<file path="src/sv/tiny_register_machine_execute_macros.svh">
// Assertion macros shared by the tiny register machine execute block.
// Users must have i_clk and i_rst_n in scope.
`ifndef TINY_REGISTER_MACHINE_EXECUTE_MACROS_SVH
`define TINY_REGISTER_MACHINE_EXECUTE_MACROS_SVH

// Same-cycle implication, disabled during reset
`define TRME_ASSERT_NOW(lbl, pre, post) \
    lbl: assert property (@(posedge i_clk) disable iff (!i_rst_n) (pre) |-> (post)) \
        else $error("trme: same-cycle check failed");

// Next-cycle implication, disabled during reset
`define TRME_ASSERT_NEXT(lbl, pre, post) \
    lbl: assert property (@(posedge i_clk) disable iff (!i_rst_n) (pre) |=> (post)) \
        else $error("trme: next-cycle check failed");

`endif

</file>
<file path="src/sv/trme_pkg.sv">
// Types and constants of the tiny register machine execute block.
// No dependencies; used by every module of the block.
`timescale 1ns / 1ps

package trme_pkg;

    localparam int DATA_W = 32;
    localparam int PC_W   = 16;
    localparam int LEN_W  = 16;
    localparam int IDX_W  = 4;
    localparam int OP_W   = 4;
    localparam int OFF_W  = 16;

    // Opcodes
    localparam logic [OP_W-1:0] OP_NOP     = 4'd0;
    localparam logic [OP_W-1:0] OP_MOV_IMM = 4'd1;
    localparam logic [OP_W-1:0] OP_MOV_REG = 4'd2;
    localparam logic [OP_W-1:0] OP_ADD_IMM = 4'd3;
    localparam logic [OP_W-1:0] OP_ADD_REG = 4'd4;
    localparam logic [OP_W-1:0] OP_CMP_IMM = 4'd5;
    localparam logic [OP_W-1:0] OP_CMP_REG = 4'd6;
    localparam logic [OP_W-1:0] OP_BEQ     = 4'd7;
    localparam logic [OP_W-1:0] OP_BNE     = 4'd8;

    // Instruction classes produced by the front end
    typedef logic [2:0] t_kind;
    localparam t_kind K_NOP = 3'd0;
    localparam t_kind K_MOV = 3'd1;
    localparam t_kind K_ADD = 3'd2;
    localparam t_kind K_CMP = 3'd3;
    localparam t_kind K_BR  = 3'd4;
    localparam t_kind K_BAD = 3'd5;

    typedef struct packed {
        logic        [OP_W-1:0]   operation;
        logic        [IDX_W-1:0]  dest_reg;
        logic        [IDX_W-1:0]  src1_reg;
        logic        [IDX_W-1:0]  src2_reg;
        logic signed [DATA_W-1:0] immediate;
        logic signed [OFF_W-1:0]  branch_offset;
    } t_item;

    typedef struct packed {
        logic        [PC_W-1:0]   next_pc;
        logic                     write_enable;
        logic        [IDX_W-1:0]  write_index;
        logic signed [DATA_W-1:0] write_value;
        logic                     zero_flag;
        logic                     negative_flag;
        logic                     finished;
        logic                     invalid_op;
    } t_result;

    // Classified instruction passed from front to back
    typedef struct packed {
        t_kind               kind;
        logic                use_imm;
        logic                br_eq;
        logic [IDX_W-1:0]    dest;
        logic [IDX_W-1:0]    addr_a;
        logic [IDX_W-1:0]    addr_b;
        logic [DATA_W-1:0]   imm;
        logic [OFF_W-1:0]    off;
    } t_uop;

endpackage

</file>
<file path="src/sv/tiny_register_machine_execute.sv">
// Execute stage of a tiny register machine: one decoded instruction per request.
// Instruction channel: push/full; a request is taken at a clock edge with push high
//   and full low. Result channel: empty/pop; the oldest result sits on o_result while
//   empty is low and is taken at an edge with pop high and empty low.
// Configuration: i_cfg_valid/o_cfg_ready writes program_length; ready is always high.
//   Write it only while no instruction is in flight.
// A result passes the instruction queue, the execute register and the result queue.
// Throughput: one instruction per cycle while the result queue has room, set by the
//   single execute step that reads two register file ports, updates pc and flags and
//   writes back; a write is bypassed to the very next instruction.
// Each instruction gives exactly one result. After reset the register file,
//   pc, flags, halt state and program_length are zero, so results show finished
//   until program_length is written.
// A stalled receiver fills the two-entry result queue, then the execute step holds,
//   then the two-entry instruction queue fills and full rises.
// Depends on trme_pkg, trme_front, trme_back and trme_outq.
`timescale 1ns / 1ps

module tiny_register_machine_execute #(
    parameter int REG_COUNT = 16
) (
    input  logic                       i_clk,
    input  logic                       i_rst_n,
    input  logic                       push,
    output logic                       full,
    input  trme_pkg::t_item            i_item,
    output logic                       empty,
    input  logic                       pop,
    output trme_pkg::t_result          o_result,
    input  logic                       i_cfg_valid,
    output logic                       o_cfg_ready,
    input  logic [trme_pkg::LEN_W-1:0] i_cfg_data
);
    import trme_pkg::*;

    logic    q_valid;
    logic    q_take;
    t_uop    q_uop;
    logic    res_push;
    logic    res_full;
    t_result res;

    assign o_cfg_ready = 1'b1;

    // Accept and classify instructions
    trme_front u_front (
        .i_clk   (i_clk),
        .i_rst_n (i_rst_n),
        .i_push  (push),
        .o_full  (full),
        .i_item  (i_item),
        .o_valid (q_valid),
        .i_take  (q_take),
        .o_uop   (q_uop)
    );

    // Execute against the register file
    trme_back #(
        .REG_COUNT (REG_COUNT)
    ) u_back (
        .i_clk       (i_clk),
        .i_rst_n     (i_rst_n),
        .i_q_valid   (q_valid),
        .o_q_take    (q_take),
        .i_uop       (q_uop),
        .i_cfg_valid (i_cfg_valid),
        .i_cfg_data  (i_cfg_data),
        .o_out_push  (res_push),
        .i_out_full  (res_full),
        .o_result    (res)
    );

    // Buffer results for the receiver
    trme_outq u_outq (
        .i_clk   (i_clk),
        .i_rst_n (i_rst_n),
        .i_push  (res_push),
        .o_full  (res_full),
        .i_res   (res),
        .o_empty (empty),
        .i_pop   (pop),
        .o_res   (o_result)
    );

endmodule

</file>
<file path="src/sv/trme_front.sv">
// Front end: accepts instructions, classifies them and queues them for the back end.
// Depends on trme_pkg.
`timescale 1ns / 1ps

module trme_front (
    input  logic            i_clk,
    input  logic            i_rst_n,
    input  logic            i_push,
    output logic            o_full,
    input  trme_pkg::t_item i_item,
    output logic            o_valid,
    input  logic            i_take,
    output trme_pkg::t_uop  o_uop
);
    import trme_pkg::*;

    t_uop       dec;
    t_uop       r_slot [2];
    logic       r_wp;
    logic       r_rp;
    logic [1:0] r_cnt;
    logic [1:0] n_cnt;
    logic       push_ok;
    logic       pop_ok;
    logic       is_cmp;

    // Classify the incoming instruction and pick its operand registers
    always_comb begin
        dec.use_imm = 1'b0;
        dec.br_eq   = 1'b0;
        is_cmp      = 1'b0;
        unique case (i_item.operation)
            OP_NOP: begin
                dec.kind = K_NOP;
            end
            OP_MOV_IMM: begin
                dec.kind    = K_MOV;
                dec.use_imm = 1'b1;
            end
            OP_MOV_REG: begin
                dec.kind = K_MOV;
            end
            OP_ADD_IMM: begin
                dec.kind    = K_ADD;
                dec.use_imm = 1'b1;
            end
            OP_ADD_REG: begin
                dec.kind = K_ADD;
            end
            OP_CMP_IMM: begin
                dec.kind    = K_CMP;
                dec.use_imm = 1'b1;
                is_cmp      = 1'b1;
            end
            OP_CMP_REG: begin
                dec.kind = K_CMP;
                is_cmp   = 1'b1;
            end
            OP_BEQ: begin
                dec.kind  = K_BR;
                dec.br_eq = 1'b1;
            end
            OP_BNE: begin
                dec.kind = K_BR;
            end
            default: begin
                dec.kind = K_BAD;
            end
        endcase
        dec.dest   = i_item.dest_reg;
        dec.addr_a = is_cmp ? i_item.dest_reg : i_item.src1_reg;
        dec.addr_b = is_cmp ? i_item.src1_reg : i_item.src2_reg;
        dec.imm    = i_item.immediate;
        dec.off    = i_item.branch_offset;
    end

    assign o_full  = (r_cnt == 2'd2);
    assign o_valid = (r_cnt != 2'd0);
    assign o_uop   = r_slot[r_rp];
    assign push_ok = i_push && !o_full;
    assign pop_ok  = i_take && o_valid;

    // Track queue occupancy
    always_comb begin
        unique case ({push_ok, pop_ok})
            2'b10:   n_cnt = r_cnt + 2'd1;
            2'b01:   n_cnt = r_cnt - 2'd1;
            default: n_cnt = r_cnt;
        endcase
    end

    // Advance pointers and count
    always_ff @(posedge i_clk) begin
        if (!i_rst_n) begin
            r_wp  <= 1'b0;
            r_rp  <= 1'b0;
            r_cnt <= 2'd0;
        end else begin
            if (push_ok) begin
                r_wp <= ~r_wp;
            end
            if (pop_ok) begin
                r_rp <= ~r_rp;
            end
            r_cnt <= n_cnt;
        end
    end

    // Store the classified request
    always_ff @(posedge i_clk) begin
        if (push_ok) begin
            r_slot[r_wp] <= dec;
        end
    end

endmodule

</file>
<file path="src/sv/trme_back.sv">
// Back end: register file, flags, program counter and the execute step.
// Depends on trme_pkg and the assertion macros.
`timescale 1ns / 1ps
`include "tiny_register_machine_execute_macros.svh"

module trme_back #(
    parameter int REG_COUNT = 16
) (
    input  logic                          i_clk,
    input  logic                          i_rst_n,
    input  logic                          i_q_valid,
    output logic                          o_q_take,
    input  trme_pkg::t_uop                i_uop,
    input  logic                          i_cfg_valid,
    input  logic [trme_pkg::LEN_W-1:0]    i_cfg_data,
    output logic                          o_out_push,
    input  logic                          i_out_full,
    output trme_pkg::t_result             o_result
);
    import trme_pkg::*;

    localparam int AW = (REG_COUNT > 1) ? $clog2(REG_COUNT) : 1;
    localparam int EW = (AW > IDX_W) ? AW : IDX_W;
    localparam logic [PC_W-1:0] PC_MAX = '1;

    function automatic logic [AW-1:0] f_addr(input logic [IDX_W-1:0] idx);
        logic [EW-1:0] ext;
        ext = EW'(idx);
        return ext[AW-1:0];
    endfunction

    function automatic logic f_inr(input logic [IDX_W-1:0] idx);
        return int'(idx) < REG_COUNT;
    endfunction

    // Register file storage
    logic [DATA_W-1:0]    r_mem [REG_COUNT];
    logic [REG_COUNT-1:0] r_vld;

    // Execute stage
    logic              r_e_valid;
    t_uop              r_e;
    logic [DATA_W-1:0] r_rd_a;
    logic [DATA_W-1:0] r_rd_b;
    logic              r_a_ok;
    logic              r_b_ok;
    logic              r_a_fwd;
    logic              r_b_fwd;
    logic [DATA_W-1:0] r_fwd_val;

    // Architectural state
    logic [PC_W-1:0]  r_pc;
    logic             r_z;
    logic             r_n;
    logic             r_halt;
    logic [LEN_W-1:0] r_len;

    logic [PC_W-1:0]   n_pc;
    logic              n_z;
    logic              n_n;
    logic              n_halt;
    logic              fire;
    logic              load;
    logic              active;
    logic              wen;
    logic [DATA_W-1:0] wval;
    logic              wr_en;
    logic [AW-1:0]     wr_addr;
    logic [AW-1:0]     ra;
    logic [AW-1:0]     rb;
    logic [DATA_W-1:0] opa;
    logic [DATA_W-1:0] opb;
    logic [DATA_W-1:0] op2;
    logic [DATA_W-1:0] sum;
    logic [DATA_W-1:0] dif;
    logic [PC_W-1:0]   seq;
    logic [PC_W+1:0]   tgt;
    logic              take;

    assign fire       = r_e_valid && !i_out_full;
    assign load       = i_q_valid && (!r_e_valid || fire);
    assign o_q_take   = load;
    assign o_out_push = fire;
    assign ra         = f_addr(i_uop.addr_a);
    assign rb         = f_addr(i_uop.addr_b);

    // Operands: bypass the write done at the read edge, zero for unwritten entries
    assign opa = r_a_fwd ? r_fwd_val : (r_a_ok ? r_rd_a : '0);
    assign opb = r_b_fwd ? r_fwd_val : (r_b_ok ? r_rd_b : '0);
    assign op2 = r_e.use_imm ? r_e.imm : opb;
    assign sum = opa + op2;
    assign dif = opa - op2;
    assign seq = (r_pc == PC_MAX) ? PC_MAX : r_pc + PC_W'(1);
    assign tgt = {2'b00, r_pc} + {{2{r_e.off[OFF_W-1]}}, r_e.off};
    assign take = r_e.br_eq ? r_z : !r_z;
    assign active = !r_halt && (r_pc < r_len);

    // Execute one instruction
    always_comb begin
        n_pc   = r_pc;
        n_z    = r_z;
        n_n    = r_n;
        n_halt = r_halt;
        wen    = 1'b0;
        wval   = '0;
        if (active) begin
            unique case (r_e.kind)
                K_NOP: begin
                    n_pc = seq;
                end
                K_MOV: begin
                    wen  = 1'b1;
                    wval = r_e.use_imm ? r_e.imm : opa;
                    n_pc = seq;
                end
                K_ADD: begin
                    wen  = 1'b1;
                    wval = sum;
                    n_pc = seq;
                end
                K_CMP: begin
                    n_z  = (dif == '0);
                    n_n  = dif[DATA_W-1];
                    n_pc = seq;
                end
                K_BR: begin
                    if (!take) begin
                        n_pc = seq;
                    end else if (tgt[PC_W+1]) begin
                        n_halt = 1'b1;
                    end else if (tgt[PC_W]) begin
                        n_pc = PC_MAX;
                    end else begin
                        n_pc = tgt[PC_W-1:0];
                    end
                end
                default: begin
                    n_halt = 1'b1;
                end
            endcase
        end
        // Drop writes to registers that do not exist
        if (!f_inr(r_e.dest)) begin
            wen = 1'b0;
        end
    end

    assign wr_en   = fire && wen;
    assign wr_addr = f_addr(r_e.dest);

    // Build the result
    always_comb begin
        o_result.next_pc       = n_pc;
        o_result.write_enable  = wen;
        o_result.write_index   = wen ? r_e.dest : '0;
        o_result.write_value   = wen ? wval : '0;
        o_result.zero_flag     = n_z;
        o_result.negative_flag = n_n;
        o_result.finished      = (n_pc >= r_len);
        o_result.invalid_op    = n_halt;
    end

    // Register file write and registered reads
    always_ff @(posedge i_clk) begin
        if (wr_en) begin
            r_mem[wr_addr] <= wval;
        end
        if (load) begin
            r_rd_a <= r_mem[ra];
            r_rd_b <= r_mem[rb];
        end
    end

    // Capture the next request and its operand status
    always_ff @(posedge i_clk) begin
        if (load) begin
            r_e       <= i_uop;
            r_a_ok    <= f_inr(i_uop.addr_a) && r_vld[ra];
            r_b_ok    <= f_inr(i_uop.addr_b) && r_vld[rb];
            r_a_fwd   <= wr_en && f_inr(i_uop.addr_a) && (wr_addr == ra);
            r_b_fwd   <= wr_en && f_inr(i_uop.addr_b) && (wr_addr == rb);
            r_fwd_val <= wval;
        end
    end

    // Control and architectural state
    always_ff @(posedge i_clk) begin
        if (!i_rst_n) begin
            r_e_valid <= 1'b0;
            r_vld     <= '0;
            r_pc      <= '0;
            r_z       <= 1'b0;
            r_n       <= 1'b0;
            r_halt    <= 1'b0;
            r_len     <= '0;
        end else begin
            if (load) begin
                r_e_valid <= 1'b1;
            end else if (fire) begin
                r_e_valid <= 1'b0;
            end
            if (wr_en) begin
                r_vld[wr_addr] <= 1'b1;
            end
            if (fire) begin
                r_pc   <= n_pc;
                r_z    <= n_z;
                r_n    <= n_n;
                r_halt <= n_halt;
            end
            if (i_cfg_valid) begin
                r_len <= i_cfg_data;
            end
        end
    end

    `TRME_ASSERT_NEXT(a_halt_sticky, i_rst_n && r_halt, r_halt)
    `TRME_ASSERT_NOW(a_write_needs_fire, wr_en, fire && f_inr(r_e.dest))
    `TRME_ASSERT_NEXT(a_pc_holds_when_idle, i_rst_n && !fire, $stable(r_pc))
    `TRME_ASSERT_NOW(a_flags_only_on_cmp, fire && r_e.kind != K_CMP, n_z == r_z && n_n == r_n)

endmodule

</file>
<file path="src/sv/trme_outq.sv">
// Result queue: two-entry buffer between the execute step and the result port.
// Depends on trme_pkg.
`timescale 1ns / 1ps

module trme_outq (
    input  logic              i_clk,
    input  logic              i_rst_n,
    input  logic              i_push,
    output logic              o_full,
    input  trme_pkg::t_result i_res,
    output logic              o_empty,
    input  logic              i_pop,
    output trme_pkg::t_result o_res
);
    import trme_pkg::*;

    t_result    r_slot [2];
    logic       r_wp;
    logic       r_rp;
    logic [1:0] r_cnt;
    logic [1:0] n_cnt;
    logic       push_ok;
    logic       pop_ok;

    assign o_full  = (r_cnt == 2'd2);
    assign o_empty = (r_cnt == 2'd0);
    assign o_res   = r_slot[r_rp];
    assign push_ok = i_push && !o_full;
    assign pop_ok  = i_pop && !o_empty;

    // Track occupancy
    always_comb begin
        unique case ({push_ok, pop_ok})
            2'b10:   n_cnt = r_cnt + 2'd1;
            2'b01:   n_cnt = r_cnt - 2'd1;
            default: n_cnt = r_cnt;
        endcase
    end

    // Advance pointers and count
    always_ff @(posedge i_clk) begin
        if (!i_rst_n) begin
            r_wp  <= 1'b0;
            r_rp  <= 1'b0;
            r_cnt <= 2'd0;
        end else begin
            if (push_ok) begin
                r_wp <= ~r_wp;
            end
            if (pop_ok) begin
                r_rp <= ~r_rp;
            end
            r_cnt <= n_cnt;
        end
    end

    // Hold results until taken
    always_ff @(posedge i_clk) begin
        if (push_ok) begin
            r_slot[r_wp] <= i_res;
        end
    end

endmodule
</file>
<file path="config.mk">
export PLATFORM = sky130hd
export DESIGN_NAME = tiny_register_machine_execute
export DESIGN_NICKNAME = d
export VERILOG_FILES = /design/src/sv/trme_pkg.sv /design/src/sv/tiny_register_machine_execute.sv /design/src/sv/trme_front.sv /design/src/sv/trme_back.sv /design/src/sv/trme_outq.sv
export VERILOG_INCLUDE_DIRS = /design/src /design/src/sv
export SDC_FILE = /design/constraint.sdc
export NUM_CORES = 2
export LEC_CHECK = 0
export BUFFER_PORTS_ARGS = -buffer_cell sky130_fd_sc_hd__buf_2
export CORE_ASPECT_RATIO = 1.75
export CORE_UTILIZATION = 35
export CTS_BUF_LIST = sky130_fd_sc_hd__clkbuf_8
export DETAILED_ROUTE_END_ITERATION = 16
export MAX_ROUTING_LAYER = met4
export SLEW_MARGIN = 20
export SYNTH_ARGS = -nofsm -noshare
export SYNTH_HDL_FRONTEND = slang
export SYNTH_SLANG_ARGS = --single-unit
</file>
<file path="constraint.sdc">
create_clock -name i_clk -period 27.9 [get_ports i_clk]
set_input_delay 2.79 -clock i_clk [delete_from_list [all_inputs] [get_ports i_clk]]
set_output_delay 2.79 -clock i_clk [all_outputs]
set_load 0.05 [all_outputs]
</file>
=== Word level (Yosys, flattened, before mapping) ===
Memories as Yosys holds them, arrays and structs flattened. A register that Yosys moved wholly into a read port is not among the register bits.
Cells that the tools add are included.

* Order comparisons: 6
* Reductions and logical operators: 33
* Bitwise operators: 5
* Shift-type cells: 0
* Multiplexer cells: 53
* Div/mod/pow operators: 0
* Eq/ne operators: 21
* $mul: 0
* $add $sub $neg: 8

{| class="wikitable"
|+ Operators with widths
! operator !! count
|-
| 32-bit 2-to-1 mux || 8
|-
| 16-bit 2-to-1 mux || 5
|-
| 32-bit one-hot mux with 2 select lines || 1
|-
| 32-bit adder || 1
|-
| 32-bit logical NOT || 1
|-
| 16-bit one-hot mux with 2 select lines || 1
|-
| 32-bit subtractor || 1
|-
| 1-bit 2-to-1 mux || 28
|-
| 17-bit by 16-bit adder with 18-bit output || 1
|-
| 16-bit by 1-bit adder with 16-bit output, second input constant || 1
|-
| 16-bit equality test, second input constant || 1
|-
| 4-bit by 3-bit equality test with 1-bit output, second input constant || 4
|-
| 16-bit greater-or-equal comparator || 1
|-
| 16-bit less-than comparator || 1
|-
| 16-bit bitwise OR || 1
|-
| 4-bit by 5-bit less-than comparator with 1-bit output, second input constant || 3
|-
| 3-bit one-hot mux with 5 select lines || 1
|-
| 4-bit 2-to-1 mux || 3
|-
| 1-bit logical AND || 11
|-
| 2-bit OR reduction || 5
|-
| 1-bit binary-select mux with 4-bit select || 2
|-
| 2-bit equality test, second input constant || 4
|-
| 4-bit by 2-bit equality test with 1-bit output, second input constant || 2
|-
| 4-bit equality test || 2
|-
| other kinds (21) || 37
|}

* ROM bits: 0
* RAM bits: 756
* Word-level logic and storage cells: 153
* Input port bits: 85
* Memories: 3
* Bits in latches: 0
* Bits in registers: 153

{| class="wikitable"
|+ Memory list
! name !! depth !! bits a word !! rd ports !! clocked after Yosys merged registers in !! wr ports !! RTL line !! text
|-
| u_back.r_mem || 16 || 32 || 2 || 2 || 1 || trme_back.sv:37 || <nowiki>logic [DATA_W-1:0] r_mem [REG_COUNT];</nowiki>
|-
| u_front.r_slot || 2 || 65 || 1 || 1 || 1 || trme_front.sv:18 || <nowiki>t_uop r_slot [2];</nowiki>
|-
| u_outq.r_slot || 2 || 57 || 1 || 1 || 1 || trme_outq.sv:17 || <nowiki>t_result r_slot [2];</nowiki>
|}

=== Depth between registers and ports, before layout ===
* Depth in word-level cells: 8
* Mapped depth: 21
* Mapped depth without buffers: 20

=== By module ===
A second synthesis with hierarchy kept.

* Cell total of the unflattened synthesis: 2976
* Area total of the unflattened synthesis: 47182.8 um^2

{| class="wikitable"
|+ Modules (own cells, without submodules)
! module !! cells each !! seq. area each (um^2) !! instances !! area an instance (um^2)
|-
| trme_back || 2523 || 21130.3 || 1 || 37765.0
|-
| trme_front || 248 || 4003.8 || 1 || 5074.9
|-
| trme_outq || 203 || 3523.4 || 1 || 4331.7
|-
| tiny_register_machine_execute || 2 || 0.0 || 1 || 11.3
|}

=== Least setup slack after synthesis ===
OpenSTA, ideal clock, no wires.

* Kind: flip-flop to flip-flop
* Start: register u_outq.r_cnt[0]
* End: register u_front.r_cnt[1]
* Buffers on the path: 0
* Setup slack: 18716 ps
* Arrival: 9113 ps
* Cell stages (with the launch flop): 6
* Clock period less this slack: 9184 ps
* Path through: dfxtp_1 > nand3b_1 > nor2b_1 > ha_1 > or3_1 > a21oi_1

* Cells in the longest elaborated chain, start to end: 8

{| class="wikitable"
|+ Ends and longest elaborated chain
! item !! RTL line !! text
|-
| start, declared || trme_outq.sv:20 || <nowiki>logic [1:0] r_cnt;</nowiki>
|-
| start signal, assigned || trme_outq.sv:53 || <nowiki>r_cnt <= n_cnt;</nowiki>
|-
| 2-bit equality test (*) || trme_outq.sv:25 || <nowiki>assign o_full = (r_cnt == 2'd2);</nowiki>
|-
| 1-bit logical NOT (*) || trme_back.sv:80 || <nowiki>assign fire = r_e_valid && !i_out_full;</nowiki>
|-
| 1-bit logical AND (*) || trme_back.sv:80 ||
|-
| 1-bit logical OR (*) || trme_back.sv:81 || <nowiki>assign load = i_q_valid && (!r_e_valid || fire);</nowiki>
|-
| 1-bit logical AND (*) || trme_back.sv:81 ||
|-
| via q_take || tiny_register_machine_execute.sv:37 || <nowiki>logic q_take;</nowiki>
|-
| 1-bit logical AND (*) || trme_front.sv:81 || <nowiki>assign pop_ok = i_take && o_valid;</nowiki>
|-
| 2-bit by 1-bit equality test with 1-bit output / 2-bit equality test (equally long branches) || trme_front.sv:85 || <nowiki>unique case ({push_ok, pop_ok})</nowiki>
|-
| 2-bit one-hot mux with 2 select lines / 2-bit nonzero test (equally long branches) || -- ||
|-
| end signal, assigned || trme_front.sv:105 || <nowiki>r_cnt <= n_cnt;</nowiki>
|-
| end, declared || trme_front.sv:21 || <nowiki>logic [1:0] r_cnt;</nowiki>
|}

The timed path passes the listed nets; every way through them passes the cells marked *.
A chain may end at the register's enable or synchronous reset.

=== Final worst setup path ===
* Start: register u_back.r_b_fwd
* End: memory u_back.r_mem[9][26], data pin

* Cells in the longest elaborated chain, start to end: 5

{| class="wikitable"
|+ Ends and longest elaborated chain
! item !! RTL line !! text
|-
| start, declared || trme_back.sv:48 || <nowiki>logic r_b_fwd;</nowiki>
|-
| start signal, assigned || trme_back.sv:181 || <nowiki>r_b_fwd <= wr_en && f_inr(i_uop.addr_b) && (wr_addr == rb);</nowiki>
|-
| 32-bit 2-to-1 mux || trme_back.sv:89 || <nowiki>assign opb = r_b_fwd ? r_fwd_val : (r_b_ok ? r_rd_b : '0);</nowiki>
|-
| 32-bit 2-to-1 mux || trme_back.sv:90 || <nowiki>assign op2 = r_e.use_imm ? r_e.imm : opb;</nowiki>
|-
| 32-bit adder || trme_back.sv:91 || <nowiki>assign sum = opa + op2;</nowiki>
|-
| 32-bit one-hot mux with 2 select lines || trme_back.sv:107 || <nowiki>unique case (r_e.kind)</nowiki>
|-
| 32-bit 2-to-1 mux || trme_back.sv:106 || <nowiki>if (active) begin</nowiki>
|-
| via u_back.wval[26] || trme_back.sv:66 || <nowiki>logic [DATA_W-1:0] wval;</nowiki>
|-
| end, declared || trme_back.sv:37 ||
|}

The timed path passes the listed nets, and every way through them passes these cells.

==> results.md <==
* Status: finished clean
* Htree depth at 4
* Starting DRT DRC Count at 2660
* #FFs+latches synth at 975
* CTS tree: yes
* Final setup violation count at 0
* DIE HEIGHT at 491 um
* Worst-Margin Slew at 1.11 ns
* Setup crit start kind: flop
* VDD IR max at 0.0637 mV
* Slowest-stage cell, CP: o21ai_0
* Pwr Total at 6610 uW
* PD cells at 123 nW/um2
* FFs w/ async S/R, synth at 0%
* Die width at 281 um
* Critical path class: flop to flop
* Max_cap viols at 0
* Nets@finish at 3646
* Vias at 30400
* Crit path time final at 5.92 ns
* Setup Buffers After CTS at 0
* CTS sink count at 975
* I/O pin count at 145
* Wire per inst at 26.2 um
* Full die area at 138000 um2
* Root Driver: clkbuf_8
* Most frequent cell after synthesis: edfxtp_1
* Leak at 0.0182 uW
* Vias per inst at 5.66
* Share of cells above drive strength 1 at 24.7%
* Slew HR at 25.6%
* Max Clock Freq at 169 MHz
* Drt total wl at 141000 um
* Primary FF master, synth: edfxtp_1
* Starting density of the core at 35.2%
* Synth area leader: edfxtp_1
* Drt pass-1 iters at 6
* Worst-case clock buffer depth at 3
* P&R area growth vs syn at 12.2%
* Synth area leaders: edfxtp_1, mux4_2, mux2_2
* Worst path bufs/invs at 4
* Global-route wire length before repair at 204000 um
* Max-slew violations at 0
* Number of synthesized flops with an enable pin at 913
* Hold Fails Final Rpt at 0
* Syn Std Cell Area at 47800 um2
* Critical Path Max Stage Delay at 0.84 ns
* Largest net degree at the start of global routing at 153
* Fillers at 12700
* Top-area cell type share of the netlist area at 57.3%
* Hold_buf cts at 0
* Unique masters post-synth at 87
* Rows at 179
* Vias in the first global route at 31500
* Initial antenna violation count at 7
* Clock-pin slew of the registers on the worst-case setup and hold paths at 0.06 ns
* Clk_skew at 0.0372 ns
* Residual DRC at 0
* Top Family by Delay on Critical Path: compound AO/OA/AOI/OAI gates
* Final WS setup at 21.98 ns
* Syn Nets at 3481
* Placer Congestion at 0.940
* Worst path cell trace: buf_4 > nor2b_2 > buf_4 > a221oi_1 > nor2_1 > ha_1 > inv_1 > fa_1 > or2_2 > a211oi_1 > o41ai_1 > o21ai_0 > nor2_1 > o31ai_1 > xor2_1 > o22ai_1 > buf_2
* Synth warnings at 0
* Final TNS setup at 0 ns
* I/O Buffers at 143
* Synth Instances at 3280
* Detail Route Antenna Nets at 0
* Hpwl dp at 92300 um
* Core area at 136000 um2
* Arrival time at the worst endpoint at 6.54 ns
* Commonest cells post-synth: edfxtp_1, mux4_2, nand2_1, clkbuf_1, nor2_1
* Pre-CTS WS at 21.76 ns
* Total track usage at 20.9%
* Mean Syn Cell Area at 14.6 um2
* CTS Buf Count at 135
* Later-pin clock latency in the skew report at 0.83 ns
* Part of the Yosys area used for sequential elements at 59.9%
* Post_cts resized at 0
* Worst Hold Class: flop to flop
* RSZ-0062 raised after global routing: false
* Gr ovfl total at 0
* Period Utilization, post-route at 21.2%
* Worst Path Max Fanout at 35
* CP Capture Type: flop
* CP required at 28.52 ns
==> routing by layer <==
metal / vias up / wire length, um / GRT usage (%)
met3: 403 / 6660 / 2.71
met5: - / 0 / -
met1: 15600 / 47900 / 20.9
met2: 1067 / 76400 / 37.9
li1: 13400 / - / -
met4: 0 / 9780 / 13.3
==> state kept, by name, summed over array words and instances, names as in the netlist, 2 cells and up, named ones only <==
name	cells
u_back.r_mem	512
u_front.r_slot	130
u_outq.r_slot	114
u_back.r_e	53
u_back.r_fwd_val	32
u_back.r_rd_a	32
u_back.r_rd_b	32
u_back.r_len	16
u_back.r_pc	16
u_back.r_vld	16
u_back.wr_addr	4
u_front.r_cnt	2
u_outq.r_cnt	2
==> path summary, 6_finish.rpt <==
kind,start,endpoint,slack (ns),depth (start not counted)
min reg2reg,u_back.r_vld[5],u_back.r_vld[5],0.49,1
max,u_back.r_b_fwd,u_back.r_mem[9][26],21.98,17
min,u_back.r_vld[5],u_back.r_vld[5],0.49,1
max reg2reg,u_back.r_b_fwd,u_back.r_mem[9][26],21.98,17
==> cell usage in the layout, fill, tap and decap left out, types with 36 or more instances in the layout <==
master    Yosys  routed
a211oi_1     87      87
a21oi_1     127     121
a31oi_1      81      81
and2_1       94      94
buf_2        10     144
buf_4         2      85
clkbuf_8      0     148
dfxtp_1      62      60
edfxtp_1    913     913
ha_1        113     113
inv_1        80     119
mux2_2      129     129
mux4_2      264     264
nand2_1     235     234
nand2b_1     59      59
nor2_1      131     126
o211ai_1     36      36
o21ai_0      96      96
xnor2_1      45      45
==> logic make-up (layout without fill, tap and decap cells) <==
logic type	count (synthesis)	in the layout	synth area share (%)
fa+ha+maj	116	116	3.08
compound gates	692	692	9.95
buf+inv	291	553	2.33
mux	423	423	16.1
simple gates	709	709	7.25
xor+xnor	73	73	1.34
other cells	1	20	0.00784
flops	975	975	59.9
==> layout make-up <==
type                    count  area [um2]  share of cell area (%)
repair buffers            232        1420                    2.64
well taps                1810        2260                    4.22
flip-flops and latches    975       28700                    53.4
multi-input cells        2014       18300                    34.2
clock inverters            86         569                    1.06
clock buffers             148        2040                    3.80
diodes                     19        47.5                  0.0886
inverters                  87         327                   0.609
==> power breakdown <==
part / internal [uW] / switching [uW]
logic: 1100 / 2190
clock network: 554 / 541
registers: 2070 / 150
total: 3730 / 2880
==> metrics by stage <==
step                      utilization (%)  cell area, um2  std cells  hold WS (ns)
after floorplan                         -           47800       3280         0.452
after global placement               37.5           50900       5114         0.459
after detailed placement             37.5           51000       5117         0.470
after CTS                            39.5           53600       5351         0.485
after global routing                 39.5           53700       5370         0.510
final                                39.5           53700       5371         0.485
(Power assumes the default switching activity.)
